===== config.mk =====
export PLATFORM = sky130hd
export DESIGN_NAME = oaie_ctrl
export DESIGN_NICKNAME = d
export VERILOG_FILES = /design/src/rtl/oaie_pkg.sv /design/src/rtl/oaie_ctrl.sv
export SDC_FILE = /design/constraint.sdc
export NUM_CORES = 1
export LEC_CHECK = 0
export ABC_AREA = 1
export BUFFER_PORTS_ARGS = -buffer_cell sky130_fd_sc_hd__clkbuf_2
export CELL_PAD_IN_SITES_DETAIL_PLACEMENT = 1
export CELL_PAD_IN_SITES_GLOBAL_PLACEMENT = 2
export CORE_MARGIN = 5
export CORE_UTILIZATION = 20
export CTS_CLUSTER_DIAMETER = 30
export DETAILED_ROUTE_END_ITERATION = 10
export GPL_TIMING_DRIVEN = 0
export HOLD_SLACK_MARGIN = 0.15
export PLACE_DENSITY_LB_ADDON = 0.1
export SKIP_CTS_REPAIR_TIMING = 1
export SLEW_MARGIN = 15
export SYNTH_ARGS = -nofsm -noshare
export SYNTH_HDL_FRONTEND = slang
export SYNTH_SLANG_ARGS = --single-unit

===== constraint.sdc =====
create_clock -name clock -period 2.38 [get_ports clock]
set_clock_uncertainty 0.05 [all_clocks]
set_input_delay 0.119 -clock clock [delete_from_list [all_inputs] [get_ports clock]]
set_output_delay 0.119 -clock clock [all_outputs]
set_load 0.02 [all_outputs]

===== src/rtl/oaie_pkg.sv =====
`timescale 1ns / 1ps
// Package for the ordered array with insert and erase.
// Holds operation, status and cell action codes, the request and response
// word types and the command broadcast to the cell row. No dependencies.
package oaie_pkg;

   // Defaults and fixed widths
   localparam int CAPACITY_DEF   = 128;
   localparam int WORD_WIDTH_DEF = 32;
   localparam int POS_W          = 8;
   localparam int VALUE_W        = 32;
   localparam int COUNT_W        = 8;
   // wide enough for a count of up to 1024 entries
   localparam int CNT_MAX_W      = 11;
   // widest supported stored word
   localparam int WORD_MAX_W     = 64;
   // cells per first-level read group
   localparam int GROUP_SIZE     = 16;

   typedef enum logic [2:0] {
      FN_GET        = 3'd0,
      FN_SET        = 3'd1,
      FN_PUSH_BACK  = 3'd2,
      FN_POP_BACK   = 3'd3,
      FN_PUSH_FRONT = 3'd4,
      FN_POP_FRONT  = 3'd5,
      FN_INSERT     = 3'd6,
      FN_ERASE      = 3'd7
   } func_type;

   typedef enum logic [1:0] {
      ST_DONE  = 2'd0,
      ST_FULL  = 2'd1,
      ST_EMPTY = 2'd2,
      ST_RANGE = 2'd3
   } status_type;

   // What each cell does this cycle, qualified by its own index
   typedef enum logic [1:0] {
      ACT_NONE   = 2'd0,
      ACT_WRITE  = 2'd1,
      ACT_INSERT = 2'd2,
      ACT_ERASE  = 2'd3
   } act_type;

   typedef struct packed {
      func_type             func;
      logic [POS_W-1:0]     position;
      logic [VALUE_W-1:0]   value;
   } req_type;

   typedef struct packed {
      logic [VALUE_W-1:0]   read_value;
      status_type           status;
      logic [COUNT_W-1:0]   count;
      logic [COUNT_W-1:0]   free_space;
      logic                 is_empty;
      logic                 is_full;
   } rsp_type;

   // Broadcast to every cell
   typedef struct packed {
      act_type                 act;
      logic [CNT_MAX_W-1:0]    pos;
      logic [WORD_MAX_W-1:0]   word;
   } cell_cmd_type;

   // Per-operation outcome carried down the result pipeline
   typedef struct packed {
      logic                    valid;
      status_type              status;
      logic                    rd_en;
      logic [CNT_MAX_W-1:0]    count;
   } op_info_type;

endpackage


===== src/rtl/oaie_ctrl.sv =====
`timescale 1ns / 1ps
// Operation decode and fill count for the ordered array.
// Depends on oaie_pkg; drives the cell row command and the outcome record.
module oaie_ctrl #(
   parameter int CAPACITY = oaie_pkg::CAPACITY_DEF
) (
   input  logic                    clock,
   input  logic                    reset,
   input  logic                    accept,
   input  oaie_pkg::req_type       req,
   output oaie_pkg::cell_cmd_type  cmd,
   output oaie_pkg::op_info_type   info
);
   import oaie_pkg::*;

   localparam int CNT_W = $clog2(CAPACITY + 1);

   logic [CNT_W-1:0]     fill_count_ff;
   logic [CNT_W-1:0]     fill_count_in;
   logic [CNT_W-1:0]     cnt_next;
   logic [CNT_MAX_W-1:0] cnt_w;
   logic [CNT_MAX_W-1:0] pos_w;
   logic                 full;
   logic                 empty;
   status_type           st;
   act_type              act;
   logic [CNT_MAX_W-1:0] tpos;
   logic                 rd_en;

   assign cnt_w = CNT_MAX_W'(fill_count_ff);
   assign pos_w = CNT_MAX_W'(req.position);
   assign full  = fill_count_ff == CNT_W'(CAPACITY);
   assign empty = fill_count_ff == '0;

   // decode: status, cell action, target position and new count
   always_comb begin
      st       = ST_DONE;
      act      = ACT_NONE;
      tpos     = pos_w;
      cnt_next = fill_count_ff;
      rd_en    = 1'b0;
      case (req.func)
         FN_GET: begin
            if (pos_w >= cnt_w) st = ST_RANGE;
            else rd_en = 1'b1;
         end
         FN_SET: begin
            if (pos_w >= cnt_w) st = ST_RANGE;
            else act = ACT_WRITE;
         end
         FN_PUSH_BACK: begin
            tpos = cnt_w;
            if (full) st = ST_FULL;
            else begin
               act      = ACT_WRITE;
               cnt_next = fill_count_ff + CNT_W'(1);
            end
         end
         FN_POP_BACK: begin
            if (empty) st = ST_EMPTY;
            else cnt_next = fill_count_ff - CNT_W'(1);
         end
         FN_PUSH_FRONT: begin
            tpos = '0;
            if (full) st = ST_FULL;
            else begin
               act      = ACT_INSERT;
               cnt_next = fill_count_ff + CNT_W'(1);
            end
         end
         FN_POP_FRONT: begin
            tpos = '0;
            if (empty) st = ST_EMPTY;
            else begin
               act      = ACT_ERASE;
               cnt_next = fill_count_ff - CNT_W'(1);
            end
         end
         FN_INSERT: begin
            if (full) st = ST_FULL;
            else if (pos_w > cnt_w) st = ST_RANGE;
            else begin
               act      = ACT_INSERT;
               cnt_next = fill_count_ff + CNT_W'(1);
            end
         end
         FN_ERASE: begin
            if (empty) st = ST_EMPTY;
            else if (pos_w >= cnt_w) st = ST_RANGE;
            else begin
               act      = ACT_ERASE;
               cnt_next = fill_count_ff - CNT_W'(1);
            end
         end
         default: st = ST_DONE;
      endcase
   end

   // outputs: cells act only on an accepted word
   always_comb begin
      cmd.act       = accept ? act : ACT_NONE;
      cmd.pos       = tpos;
      cmd.word      = WORD_MAX_W'(req.value);
      info.valid    = accept;
      info.status   = st;
      info.rd_en    = rd_en;
      info.count    = CNT_MAX_W'(cnt_next);
      fill_count_in = accept ? cnt_next : fill_count_ff;
   end

   always_ff @(posedge clock) begin
      if (reset) begin
         fill_count_ff <= '0;
      end else begin
         fill_count_ff <= fill_count_in;
      end
   end

   // count never passes capacity
   a_count_bound: assert property (@(posedge clock) disable iff (reset)
      fill_count_ff <= CNT_W'(CAPACITY))
      else $error("fill count above capacity");

   // a rejected operation leaves the count alone
   a_reject_holds: assert property (@(posedge clock) disable iff (reset)
      (accept && st != ST_DONE) |=> fill_count_ff == $past(fill_count_ff))
      else $error("rejected operation changed the count");

   // the count moves by at most one per operation
   a_step_one: assert property (@(posedge clock) disable iff (reset)
      accept |=> (fill_count_ff == $past(fill_count_ff)
                  || fill_count_ff == $past(fill_count_ff) + CNT_W'(1)
                  || fill_count_ff == $past(fill_count_ff) - CNT_W'(1)))
      else $error("count moved by more than one");

endmodule


After elaboration in Yosys (flattened, before gate mapping) --
Cells that the tools add are included. W data, S select, Z words.
Word-level totals: register bits 8, logic and storage cells 46
Operators by class: magnitude comparators 2, add/sub/neg operators 2, mux-type cells 27, reduce and logical (&&, ||, !) cells 6, equal/unequal tests 8
Operators with widths (number):
- $mux W8 | 6
- $pmux W8 S4 | 1
- $mux W2 | 12
- $pmux W8 S2 | 1
- $eq A3 B3 Y1 const B | 4
- $pmux W2 S6 | 1
- $pmux W2 S5 | 1
- $add A8 B1 Y8 const B | 1
- $eq A8 B8 Y1 const B | 1
- $ge A8 B8 Y1 | 1
- $gt A8 B8 Y1 | 1
- $logic_not A8 Y1 | 1
- $reduce_or A2 Y1 | 4
- $sub A8 B1 Y8 const B | 1
- $eq A3 B2 Y1 const B | 2
- $mux W1 | 5
- $eq A3 B1 Y1 const B | 1
- $logic_not A3 Y1 | 1

Longest topological paths before layout --
word-level depth 5, mapped depth 18, mapped depth without buffers 18

Worst setup path before layout --
No wires, ideal clock.
path kind register to output, start reg fill_count_ff[5], end out cmd[75] (netlist name), path buffers 0, arrival 2.002 ns, data required time 2.211 ns, path slack 0.209 ns, cell stages (with the launch flop) 12, cell sequence dfxtp_1 inv_1 ha_1 nand2_1 a21oi_1 nor2_1 nand3_2 nor2_1 inv_1 o22ai_1 nor2_1 nor2_1
RTL lines:
- start: declaration | line oaie_ctrl.sv:18 | logic [CNT_W-1:0] fill_count_ff;
- start signal: assignment | line oaie_ctrl.sv:115 | fill_count_ff <= fill_count_in;
- end: declaration | line oaie_ctrl.sv:11 | output oaie_pkg::cell_cmd_type cmd,

==> summary.txt <==
Clock network
  • Root Buffer: clkbuf_8
  • CTS H-Tree Depth: 1
  • Worst skew pair latency: 0.25 ns
  • Clock buffer depth: 2
  • Clk slew on worst S/H paths: 0.05 ns
  • CTS Buf Count: 3
  • CTS tree: yes
  • CTS sink count: 8

STA
  • Fin crit share: 105.0%
  • Worst-Margin Slew: 0.6002 ns
  • RSZ-0062 raised after global routing: true
  • Max_slew headroom: 59.84%
  • Fin crit period: 2.498 ns
  • Final setup fails: 12
  • Maximum clock rate: 400.3 MHz
  • Setup TNS: -0.9642 ns
  • Slew Limit Fails: 0
  • Final hold viol count: 0
  • Worst setup margin: -0.1178 ns

Layout
  • Largest register FFs: 8
  • # diodes: 0
  • Fillers: 1365
  • Nets@finish: 528
  • Share of layout cells above drive strength 1: 49.89%
  • P&R area growth vs syn: 56.17%
  • Biggest register: fill_count_ff
  • Largest regs: fill_count_ff: 8 flops

Critical path
  • Crit path kind: flip-flop to output port
  • Worst path max stage delay: 0.36 ns
  • Worst endpoint data arrival time: 2.33 ns
  • Type of origin of the critical path: flip-flop
  • Maximum fanout along the worst path: 7
  • Worst R2R Start: fill_count_ff[5]
  • Critical Path RT: 2.21 ns
  • Origin of the worst setup path: fill_count_ff[5]
  • CP max stage cell: dfxtp_4
  • Bufs and invs on worst path: 3
  • Critical Path End Type: output port
  • Delay-heaviest family, CP: simple AND/OR/NAND/NOR gates
  • CP cell instances: clkinvlp_4, ha_4, nand2_2, nor2_4, nand4_1, buf_6, nand3_4, a21oi_4, nand2_4, nand2_1, nand3_4, buf_6
  • Reg2Reg Setup Slack: 0.11 ns

GRT
  • Largest net degree at the start of global routing: 11
  • GRT Util Overall: 11.71%
  • Vias in the first global route: 2500
  • Global route total overflow: 0
  • Initial antenna violation count: 0
  • First-pass GRT wire length: 12140 um

Yosys
  • Synthesized area: 2058 um2
  • Yosys cell types: 31
  • Post-Syn Instances: 344
  • Number of synthesized register bits: 8
  • Top cell type's share of synthesized area: 26.99%
  • Synth area leaders: buf_4 27%, nand2_1 13%, nand3_1 8.3%
  • Ys Warns: 0
  • Syn_area_per_cell: 5.983 um2
  • Post-synth top area cell: buf_4
  • Register area share after synthesis: 7.781%

Die
  • Starting Density: 20.21%
  • Die W: 111.4 um
  • Core ar.: 10180 um2
  • Die Ht: 111.4 um
  • I/O pins: 138
  • Num rows: 37
  • Total die area: 12420 um2

Route
  • Via density: 4.126
  • Routed len/inst: 12.91 um
  • Final antenna-violating net count: 0
  • Starting DRT DRC Count: 65
  • Final wirelength: 7808 um
  • Vias: 2496
  • First-pass DRT Iterations: 4
  • DRC: 0

Power and ir drop
  • Pleak: 1.877 nW
  • PD cells: 392.5 nW/um2
  • Tot Pwr: 1.262 mW
  • Max IR drop VDD: 0.1544 mV

Place
  • PortBufs: 67
  • HPWL after DPL: 6423 um
  • Placer Congestion: 0.8483

Run
  • Max Cap Viol: 0

Outcome
  • Failing checks: negative setup slack
  • Status: finished, violations left

Min path
  • Worst min-delay path class: input port to flip-flop
  • Hold Crit Start: accept
cell type report:
class / instances / area [um2] / share of cell area (%)
buffer: 78 / 601.8 / 18.72
sequential: 8 / 173.9 / 5.411
tap: 136 / 170.2 / 5.294
multi-input combinational: 252 / 1534 / 47.72
timing repair buffer: 84 / 516.7 / 16.08
inverter: 44 / 176.4 / 5.489
clock buffer: 3 / 41.29 / 1.285
worst register-to-register path, delay by kind of cell (launching register included):
family / cells / cell delay (ns)
fa+ha+maj: 1 / 0.33
buf+inv: 5 / 0.58
simple gates: 9 / 0.85
flops: 1 / 0.36
layout by cell type (no fill, tap or decap), drive strengths merged:
master / instances
nand4: 8
o22ai: 3
o21ai: 19
dfxtp: 8
a31oi: 2
xor2: 6
nor3: 2
clkinvlp: 1
inv: 43
buf: 107
ha: 11
conb: 38
nor2: 33
o21bai: 1
nand3: 41
nand2: 75
a21o: 1
a21oi: 12
clkbuf: 58
routing by layer:
layer	global-route usage (%)	wire, um	up-vias	share of wire [%]
met5	0	0	-	0
met4	2.433	99	0	1.3
met3	2.228	406	9	5.2
met2	19.26	3767	79	48
met1	15.99	3535	1161	45
li1	-	-	1247	-
worst paths after layout:
| path | to | cells after the start |
|---|---|---|
| max | info[4] | 12 |
| min | fill_count_ff[0] | 3 |
| max reg2reg | fill_count_ff[1] | 15 |
| min reg2reg | fill_count_ff[0] | 2 |
through the flow:
step                util [%]  instances  hold slack [ns]  setup WS (ns)  cell area (um2)
floorplan                  -        381           0.2139         0.2092             2197
global placement       26.54        584           0.4036        -0.2811             2703
detailed placement     26.54        584           0.4145        -0.2869             2703
CTS                    26.94        587           0.1745        -0.5508             2744
global route           31.56        605           0.1999        -0.2446             3214
finish                 31.56        605           0.1660        -0.1178             3214
where the power goes:
| group | switching, mW | internal (mW) |
|---|---|---|
| sequential | 0.0161 | 0.147 |
| clock | 0.0714 | 0.111 |
| combinational | 0.549 | 0.366 |
| total | 0.637 | 0.625 |
cell families (layout without fill, tap and decap cells):
logic type / count (synthesis) / in the layout / synth area share, %
and+or+nand+nor: 158 / 159 / 36.41
xor gates and xnor gates: 6 / 6 / 2.553
buffers and inverters: 122 / 209 / 36.41
other: 1 / 38 / 0.1822
adders and majority gates: 11 / 11 / 6.687
AOI/OAI and AO/OA: 38 / 38 / 9.970
DFF: 8 / 8 / 7.781
cells in the mapped netlist (all sizes together):
cell type	n
a21o	1
a21oi	12
a31oi	2
buf	77
clkbuf	1
conb	1
dfxtp	8
ha	11
inv	44
nand2	75
nand3	40
nand4	8
nor2	33
nor3	2
o21ai	19
o21bai	1
o22ai	3
xor2	6
Power figures use the tool's default switching activity.
