===== src/rtl/oaie_pkg.sv =====
`timescale 1ns / 1ps
// Package for the ordered array with insert and erase.
// Holds operation, status and cell action codes, the request and response
// word types and the command broadcast to the cell row. No dependencies.
package oaie_pkg;

   // Defaults and fixed widths
   localparam int CAPACITY_DEF   = 128;
   localparam int WORD_WIDTH_DEF = 32;
   localparam int POS_W          = 8;
   localparam int VALUE_W        = 32;
   localparam int COUNT_W        = 8;
   // wide enough for a count of up to 1024 entries
   localparam int CNT_MAX_W      = 11;
   // widest supported stored word
   localparam int WORD_MAX_W     = 64;
   // cells per first-level read group
   localparam int GROUP_SIZE     = 16;

   typedef enum logic [2:0] {
      FN_GET        = 3'd0,
      FN_SET        = 3'd1,
      FN_PUSH_BACK  = 3'd2,
      FN_POP_BACK   = 3'd3,
      FN_PUSH_FRONT = 3'd4,
      FN_POP_FRONT  = 3'd5,
      FN_INSERT     = 3'd6,
      FN_ERASE      = 3'd7
   } func_type;

   typedef enum logic [1:0] {
      ST_DONE  = 2'd0,
      ST_FULL  = 2'd1,
      ST_EMPTY = 2'd2,
      ST_RANGE = 2'd3
   } status_type;

   // What each cell does this cycle, qualified by its own index
   typedef enum logic [1:0] {
      ACT_NONE   = 2'd0,
      ACT_WRITE  = 2'd1,
      ACT_INSERT = 2'd2,
      ACT_ERASE  = 2'd3
   } act_type;

   typedef struct packed {
      func_type             func;
      logic [POS_W-1:0]     position;
      logic [VALUE_W-1:0]   value;
   } req_type;

   typedef struct packed {
      logic [VALUE_W-1:0]   read_value;
      status_type           status;
      logic [COUNT_W-1:0]   count;
      logic [COUNT_W-1:0]   free_space;
      logic                 is_empty;
      logic                 is_full;
   } rsp_type;

   // Broadcast to every cell
   typedef struct packed {
      act_type                 act;
      logic [CNT_MAX_W-1:0]    pos;
      logic [WORD_MAX_W-1:0]   word;
   } cell_cmd_type;

   // Per-operation outcome carried down the result pipeline
   typedef struct packed {
      logic                    valid;
      status_type              status;
      logic                    rd_en;
      logic [CNT_MAX_W-1:0]    count;
   } op_info_type;

endpackage


===== src/rtl/oaie_cell.sv =====
`timescale 1ns / 1ps
// One storage cell of the ordered array row.
// Depends on oaie_pkg for the command broadcast.
module oaie_cell #(
   parameter int WORD_WIDTH = oaie_pkg::WORD_WIDTH_DEF,
   parameter int INDEX      = 0
) (
   input  logic                    clock,
   input  oaie_pkg::cell_cmd_type  cmd,
   input  logic [WORD_WIDTH-1:0]   lower_word,
   input  logic [WORD_WIDTH-1:0]   upper_word,
   output logic [WORD_WIDTH-1:0]   word,
   output logic [WORD_WIDTH-1:0]   tap
);
   import oaie_pkg::*;

   logic [WORD_WIDTH-1:0] word_ff;
   logic [WORD_WIDTH-1:0] word_in;
   logic                  hit;
   logic                  above;

   assign hit   = cmd.pos == CNT_MAX_W'(INDEX);
   assign above = CNT_MAX_W'(INDEX) > cmd.pos;

   // hold, load, or take a neighbor's word
   always_comb begin
      word_in = word_ff;
      case (cmd.act)
         ACT_WRITE: begin
            if (hit) word_in = cmd.word[WORD_WIDTH-1:0];
         end
         ACT_INSERT: begin
            if (hit) word_in = cmd.word[WORD_WIDTH-1:0];
            else if (above) word_in = lower_word;
         end
         ACT_ERASE: begin
            if (hit || above) word_in = upper_word;
         end
         default: word_in = word_ff;
      endcase
   end

   always_ff @(posedge clock) begin
      word_ff <= word_in;
   end

   assign word = word_ff;
   // read tap: only the addressed cell drives its word onto the OR tree
   assign tap  = hit ? word_ff : '0;

endmodule


===== config.mk =====
export PLATFORM = sky130hd
export DESIGN_NAME = oaie_cell
export DESIGN_NICKNAME = d
export VERILOG_FILES = /design/src/rtl/oaie_pkg.sv /design/src/rtl/oaie_cell.sv
export SDC_FILE = /design/constraint.sdc
export NUM_CORES = 1
export LEC_CHECK = 0
export BUFFER_PORTS_ARGS = -buffer_cell sky130_fd_sc_hd__buf_2
export CORE_MARGIN = 5
export CORE_UTILIZATION = 32
export CTS_CLUSTER_SIZE = 24
export DETAILED_ROUTE_END_ITERATION = 10
export GPL_ROUTABILITY_DRIVEN = 0
export GPL_TIMING_DRIVEN = 0
export MAX_ROUTING_LAYER = met4
export PLACE_DENSITY = 0.85
export SLEW_MARGIN = 20
export SYNTH_ARGS = -nofsm -noshare
export SYNTH_HDL_FRONTEND = slang
export SYNTH_SLANG_ARGS = --single-unit

===== constraint.sdc =====
create_clock -name clock -period 3.7 [get_ports clock]
set_input_delay 0.74 -clock clock [delete_from_list [all_inputs] [get_ports clock]]
set_output_delay 0.74 -clock clock [all_outputs]
set_load 0.01 [all_outputs]

# After elaboration in Yosys (flattened, before gate mapping)
# Cells that the tools add are included.
# op_classes
magnitude_cmp	1
reduce_logical	4
n_eq_ne	6
muxes	6
# ops
op	count
2-to-1 mux 32 bit	5
one-hot mux 32 bit (3 select lines)	1
greater-than comparator 1 x 11 -> 1 bit (first input constant)	1
logical NOT 11 bit	1
== test 2 bit (second input constant)	2
!= test 2 bit (second input constant)	2
AND reduction 4 bit	1
!= test 3 bit (second input constant)	1
nonzero test 3 bit	1
== test 2 x 1 -> 1 bit (second input constant)	1
logical OR 1 bit	1
# totals
in_bits	142
elab_cells	18
register_bits	32

# Longest topological paths before layout
# Gate-level depths: netlist of the first run.
# logic_depth
depth_word	4
ltp_mapped	6

# Worst setup path after synthesis of the first run
# No wires, ideal clock.
# synth_timing
path_kind	input to register
start	input port cmd[64] in the netlist's numbering
end	register word_ff[0] (netlist: word[0]), enable pin
setup_time_ns	0.436
stages	3
setup_slack_ns	-0.173
arrival_time_ns	3.436
path_cell_list	or4_4 > nor3_1 > a2bb2oi_1
# synth_between
elab_chain_len	4
elab_cells_between_ends	7
cone_classes	order compare: 1; eq/ne: 3; reduce/logical: 3
# synth_lines
item	line	text
from (decl)	oaie_cell.sv:9	input oaie_pkg::cell_cmd_type cmd,
greater-than comparator 1 x 11 -> 1 bit / logical NOT 11 bit (equally long branches)	oaie_cell.sv:23, oaie_cell.sv:22	
logical OR 1 bit	oaie_cell.sv:37	if (hit || above) word_in = upper_word;
!= test 2 bit (no source line)	--	
AND reduction 4 bit (no source line) (*)	--	
to (signal assigned)	oaie_cell.sv:44	word_ff <= word_in;
to (decl)	oaie_cell.sv:17	logic [WORD_WIDTH-1:0] word_ff;
# Every way passes the cells marked *; elsewhere a longest branch is shown, timed or not.
# A chain may end at the register's enable or synchronous reset.

# Final worst setup path of the first run
# layout_timing
start	input port cmd[64] in the netlist's numbering
end	output port tap[21]
# layout_between
elab_chain_len	2
# layout_lines
item	line	text
logical NOT 11 bit	oaie_cell.sv:22	assign hit = cmd.pos == CNT_MAX_W'(INDEX);
2-to-1 mux 32 bit	oaie_cell.sv:49	assign tap = hit ? word_ff : '0;
to (decl)	oaie_cell.sv:13	output logic [WORD_WIDTH-1:0] tap
# No other way between the ends.

==> results_dict.tcl, run 1 <==
set metrics [dict create \
    status "finished clean" \
    place_inst 409 \
    vdd_drop_max_mv 0.1495 \
    viasPerCell 5.233 \
    syn_area_um2 1977 \
    cts-htree-levels 2 \
    critPathRequiredTime_ps 2960 \
    grt_pass1_vias 2186 \
    grt_antenna_before_repair 0 \
    overflow 0 \
    final_area_um2 3064 \
    die_h_um 88.60 \
    powerDensity_nw_per_um2 319.9 \
    synth_top_area_share 0.4861 \
    finalMaxSlewViolations 0 \
    cts_buffers 5 \
    slew_headroom 0.6345 \
    grtUsageTotal 0.1833 \
    start_kind "input pin" \
    critPathArrivalTime_ps 2630 \
    tritoncts "yes" \
    finalSetupViolCount 0 \
    yosysUniqueCellTypes 17 \
    layout-drive-gt1-share 0.5630 \
    netlist_top_cells_area "edfxtp_1 (49%), a221o_1 (16%), a22o_1 (14%), and2_1 (10%), clkbuf_1 (1.9%)" \
    final_cells 416 \
    port_buffers 173 \
    cp-end-kind "primary output" \
    ys_ff_latch 32 \
    grt_max_degree 23 \
    die_area_um2 7850 \
    synthToLayoutAreaGrowth_pct 55.00 \
    synth_edf_count 32 \
    synth_commonest_cells "a221o_1 (32), a22o_1 (32), and2_1 (32), edfxtp_1 (32), clkbuf_1 (10)" \
    antenna_left 0 \
    fmax_ghz 0.2971 \
    synth-seq-area-share 0.4861 \
    fin_nets 486 \
    hold_path.class "input pin to register" \
    maxCapViolations 0 \
    route.detailed.drc 0 \
    grt_pass1_wl_mm 10.55 \
    yosys.area.top_type "edfxtp_1" \
    hpwl_mm 5.798 \
    wl_mm 7.288 \
    ys.flop_type "edfxtp_1" \
    num-fill-cells 547 \
    core_um2 5956 \
    cts.root.buffer_cell "clkbuf_8" \
    post_dp_cell_area_um2 2982 \
    antenna-diode-count 0 \
    syn_avg_cell_area_um2 12.36 \
    multi_input_area_um2 940.9 \
    avgRoutedWirePerCell_um 17.52 \
    power_leakage_nw 1.530 \
    min_period_over_period 0.9096 \
    largest_reg_flops 32 \
    finalPower_w 0.0009803 \
    cts.sinks 32 \
    timing_hold_violations_final 0 \
    yosys_warnings 0 \
    path_class "input pin to primary output" \
    rsz0062_at_grt "no" \
    regArea_um2 960.9 \
    cts_buffer_depth 2 \
    start_util 0.3319 \
    fin_util 0.5145 \
    drt_iter0_markers 82 \
    io-pin-count 206 \
    critPathMaxFanout 10 \
    die_x_um 88.60 \
    rows 28 \
    async_reset_ff_frac 0 \
    clkTransAtPathRegs_ps 70 \
    syn-num-nets 305 \
    synthCells 160 \
    postCtsHoldBufs 0 \
    drtPass1Iterations 4 \
    num_vias 2177 \
    fin_crit_ps 3366 \
    worst_pin_slew_ps 548.2 \
]
[metrics by stage]
step / hold WS (ps) / TNS, ps / setup slack [ps]
2_1_floorplan: 954.1 / 0 / 633.0
3_3_place_gp: 1041 / -3050 / -97.26
3_5_place_dp: 1041 / 0 / 53.44
4_1_cts: 750.2 / 0 / 45.70
5_1_grt: 758.0 / 0 / 146.9
6_report: 761.6 / 0 / 334.4
[logic make-up (layout without fill, tap and decap cells)]
family                     after synthesis  count (layout)  share of synthesized area
adders and majority gates                3               3                    0.01899
buffers and inverters                   19             200                    0.04937
and+or+nand+nor                         40              40                     0.1329
DFF                                     32              32                     0.4861
AOI/OAI and AO/OA                       66              66                     0.3127
[worst max-delay path, stage by stage]
cell,delay [ps]
buf_2,90
or4_4,550
nor3_2,440
clkbuf_1,470
and2_1,200
buf_2,130
[placed cells by master, fill, tap and decap left out]
cell type,count
buf_2,176
a22o_1,32
a221o_1,32
and2_1,32
edfxtp_1,32
clkbuf_1,11
clkbuf_8,5
inv_1,3
buf_6,3
ha_1,3
or4_4,2
nor3_2,2
or4b_2,1
or3_1,1
o31a_1,1
nor2_1,1
nor3_1,1
a2bb2oi_4,1
clkinv_2,1
buf_16,1
[repair_timing]
item                       4_1_cts  5_1_grt
setup buffers                    0        0
setup endpoints to repair        0       30
gates resized for setup          0        1
hold endpoints to repair         0        0
[layer usage]
layer,vias to the layer above,track usage,share of wire
met3,11,0.03538,0.077
met4,0,0.05357,0.018
met5,-,-,0
li1,1034,-,-
met1,1022,0.2048,0.38
met2,110,0.3304,0.52
[power breakdown]
group          total (W)  internal, W  switching, W
logic           0.000254     0.000132      0.000122
registers       0.000480     0.000459     0.0000208
clock network   0.000247     0.000128      0.000119
[worst paths after layout]
| path | from | endpoint | slack (ps) | cells past startpoint |
|---|---|---|---|---|
| setup / recovery | cmd[64] | tap[21] | 330 | 6 |
| hold / removal | lower_word[0] | word[0] | 760 | 2 |
[area by class of cell]
type                            instances  area share
Buffer                                 16     0.02817
Clock buffer                            6     0.02368
Clock inverter                          1    0.001633
Inverter                                3    0.003675
Multi-Input combinational cell        109      0.3071
Sequential cell                        32      0.3136
Tap cell                               75     0.03062
Timing Repair Buffer                  174      0.2915
Note: power is estimated with default switching activity, not from simulation.
==> run 2, diff against run 1 <==
--- a/config.mk
+++ b/config.mk
@@ -5,15 +5,17 @@
 export SDC_FILE = /design/constraint.sdc
 export NUM_CORES = 1
 export LEC_CHECK = 0
+export ABC_AREA = 1
 export BUFFER_PORTS_ARGS = -buffer_cell sky130_fd_sc_hd__buf_2
 export CORE_MARGIN = 5
-export CORE_UTILIZATION = 32
+export CORE_UTILIZATION = 35
 export CTS_CLUSTER_SIZE = 24
 export DETAILED_ROUTE_END_ITERATION = 10
 export GPL_ROUTABILITY_DRIVEN = 0
 export GPL_TIMING_DRIVEN = 0
 export MAX_ROUTING_LAYER = met4
 export PLACE_DENSITY = 0.85
+export SKIP_LAST_GASP = 1
 export SLEW_MARGIN = 20
 export SYNTH_ARGS = -nofsm -noshare
 export SYNTH_HDL_FRONTEND = slang
==> results_dict.tcl, run 2 <==
set metrics [dict create \
    async_reset_ff_frac 0 \
    cts.sinks 32 \
    drtPass1Iterations 5 \
    power_leakage_nw 2.224 \
    rows 30 \
    final_cells 644 \
    largest_reg_flops 32 \
    antenna-diode-count 0 \
    ys.flop_type "edfxtp_1" \
    die_h_um 94.43 \
    cts_buffer_depth 2 \
    start_util 0.3632 \
    status "finished clean" \
    netlist_top_cells_area "edfxtp_1 (39%), inv_1 (15%), nand3_1 (13%), nand2_1 (10%), a22oi_1 (9.9%)" \
    grt_antenna_before_repair 0 \
    drt_iter0_markers 218 \
    synth.most_common_cell "inv_1" \
    io-pin-count 206 \
    powerDensity_nw_per_um2 281.4 \
    critPathRequiredTime_ps 3680 \
    synth_edf_count 32 \
    num_vias 3075 \
    viasPerCell 4.775 \
    grtUsageTotal 0.2058 \
    finalSetupViolCount 0 \
    layout-drive-gt1-share 0.3650 \
    maxCapViolations 0 \
    die_area_um2 8917 \
    avgRoutedWirePerCell_um 14.09 \
    yosys.area.top_type "edfxtp_1" \
    hpwl_mm 7.158 \
    final_common_cell "buf_2" \
    synth-seq-area-share 0.3852 \
    holdWs_ps 770.6 \
    finalPower_w 0.001009 \
    start_kind "input pin" \
    hold_path.class "input pin to register" \
    path_class "input pin to register" \
    synth_top_area_share 0.3852 \
    core_um2 6869 \
    syn_area_um2 2495 \
    place_inst 637 \
    syn-num-nets 511 \
    fmax_ghz 0.3582 \
    wl_mm 9.076 \
    synth_commonest_cells "inv_1 (101), nand2_1 (68), nand3_1 (64)" \
    tritoncts "yes" \
    slew_headroom 0.4950 \
    timing_hold_violations_final 0 \
    rsz0062_at_grt "no" \
    min_period_over_period 0.7546 \
    fin_nets 693 \
    post_cts_resize_count 0 \
    grt_max_degree 14 \
    ys_ff_latch 32 \
    cts-htree-levels 2 \
    yosysUniqueCellTypes 13 \
    port_buffers 173 \
    syn_avg_cell_area_um2 6.817 \
    route.detailed.drc 0 \
    fin_crit_ps 2792 \
    cts.root.buffer_cell "clkbuf_8" \
    synthCells 366 \
    cp-end-kind "register" \
    cts_buffers 5 \
    critPathArrivalTime_ps 2770 \
    vdd_drop_max_mv 0.1443 \
    die_x_um 94.43 \
    synthToLayoutAreaGrowth_pct 43.73 \
    finalMaxSlewViolations 0 \
    post_cts_buffers 0 \
    clkTransAtPathRegs_ps 70 \
    worst_pin_slew_ps 757.6 \
    fin_util 0.5220 \
    yosys_warnings 0 \
    overflow 0 \
    postCtsHoldBufs 0 \
    antenna_left 0 \
    final_cell_mix "buf_2 (187), inv_1 (101), nand2_1 (68)" \
    grt_pass1_wl_mm 13.97 \
    critPathMaxFanout 13 \
    grt_pass1_vias 3143 \
]
[run 2: changes by cell type in the layout (fill, tap and decap cells not counted), sizes merged, moves of 3 or more]
cell    before  now
nand2        0   68
clkbuf      16   13
buf        180  193
and2        32    1
nor2         1   39
a22o        32    0
a22oi        0   33
nand3        0   64
inv          3  101
a221o       32    0
nor3         3    0
[run 2: worst paths after layout]
kind                            from       end  cells past startpoint
worst max-delay path         cmd[75]  word[21]                      7
worst min-delay path  upper_word[13]  word[13]                      3
[run 2: kinds of logic (layout without fill, tap and decap cells)]
logic type / Yosys count / in the layout / share of synthesized area
buf+inv: 126 / 308 / 0.2056
fa+ha+maj: 3 / 3 / 0.01505
flops: 32 / 32 / 0.3852
compound gates: 33 / 33 / 0.09930
simple gates: 172 / 172 / 0.2949
[run 2: worst max-delay path: stages]
cell	delay [ps]
buf_2	110
ha_1	140
clkbuf_1	290
clkbuf_1	440
inv_1	110
a22oi_2	660
buf_6	270
[run 2: final cells by class]
cell class	instances	area (um2)
Buffer	25	133.9
Timing Repair Buffer	175	888.4
Clock inverter	1	5.005
Clock buffer	6	72.57
Sequential cell	32	960.9
Inverter	101	379.1
Tap cell	96	120.1
Fill cell	709	3283
Multi-Input combinational cell	208	1026
[run 2: power breakdown]
part           switching, W  internal (W)  total, W
Clock              0.000126      0.000128  0.000254
Sequential        0.0000224      0.000459  0.000481
Combinational      0.000154      0.000119  0.000273
[run 2: layer usage]
metal,GRT usage,up-vias,routed length (um),part of all wire
met2,0.3747,184,4737,0.52
li1,-,1502,-,-
met4,0.07341,0,158,0.017
met1,0.2237,1374,3272,0.36
met5,-,-,0,0
met3,0.03665,15,907,0.10
[run 2: through the flow]
| step | setup slack, ps | cell area, um2 | setup TNS, ps |
|---|---|---|---|
| final | 907.9 | 3586 | 0 |
| after global routing | 800.1 | 3586 | 0 |
| after CTS | 939.9 | 3586 | 0 |
| after detailed placement | 644.1 | 3508 | 0 |
| after global placement | -933.5 | 3481 | -29830 |
| after floorplan | 190.5 | 2495 | 0 |
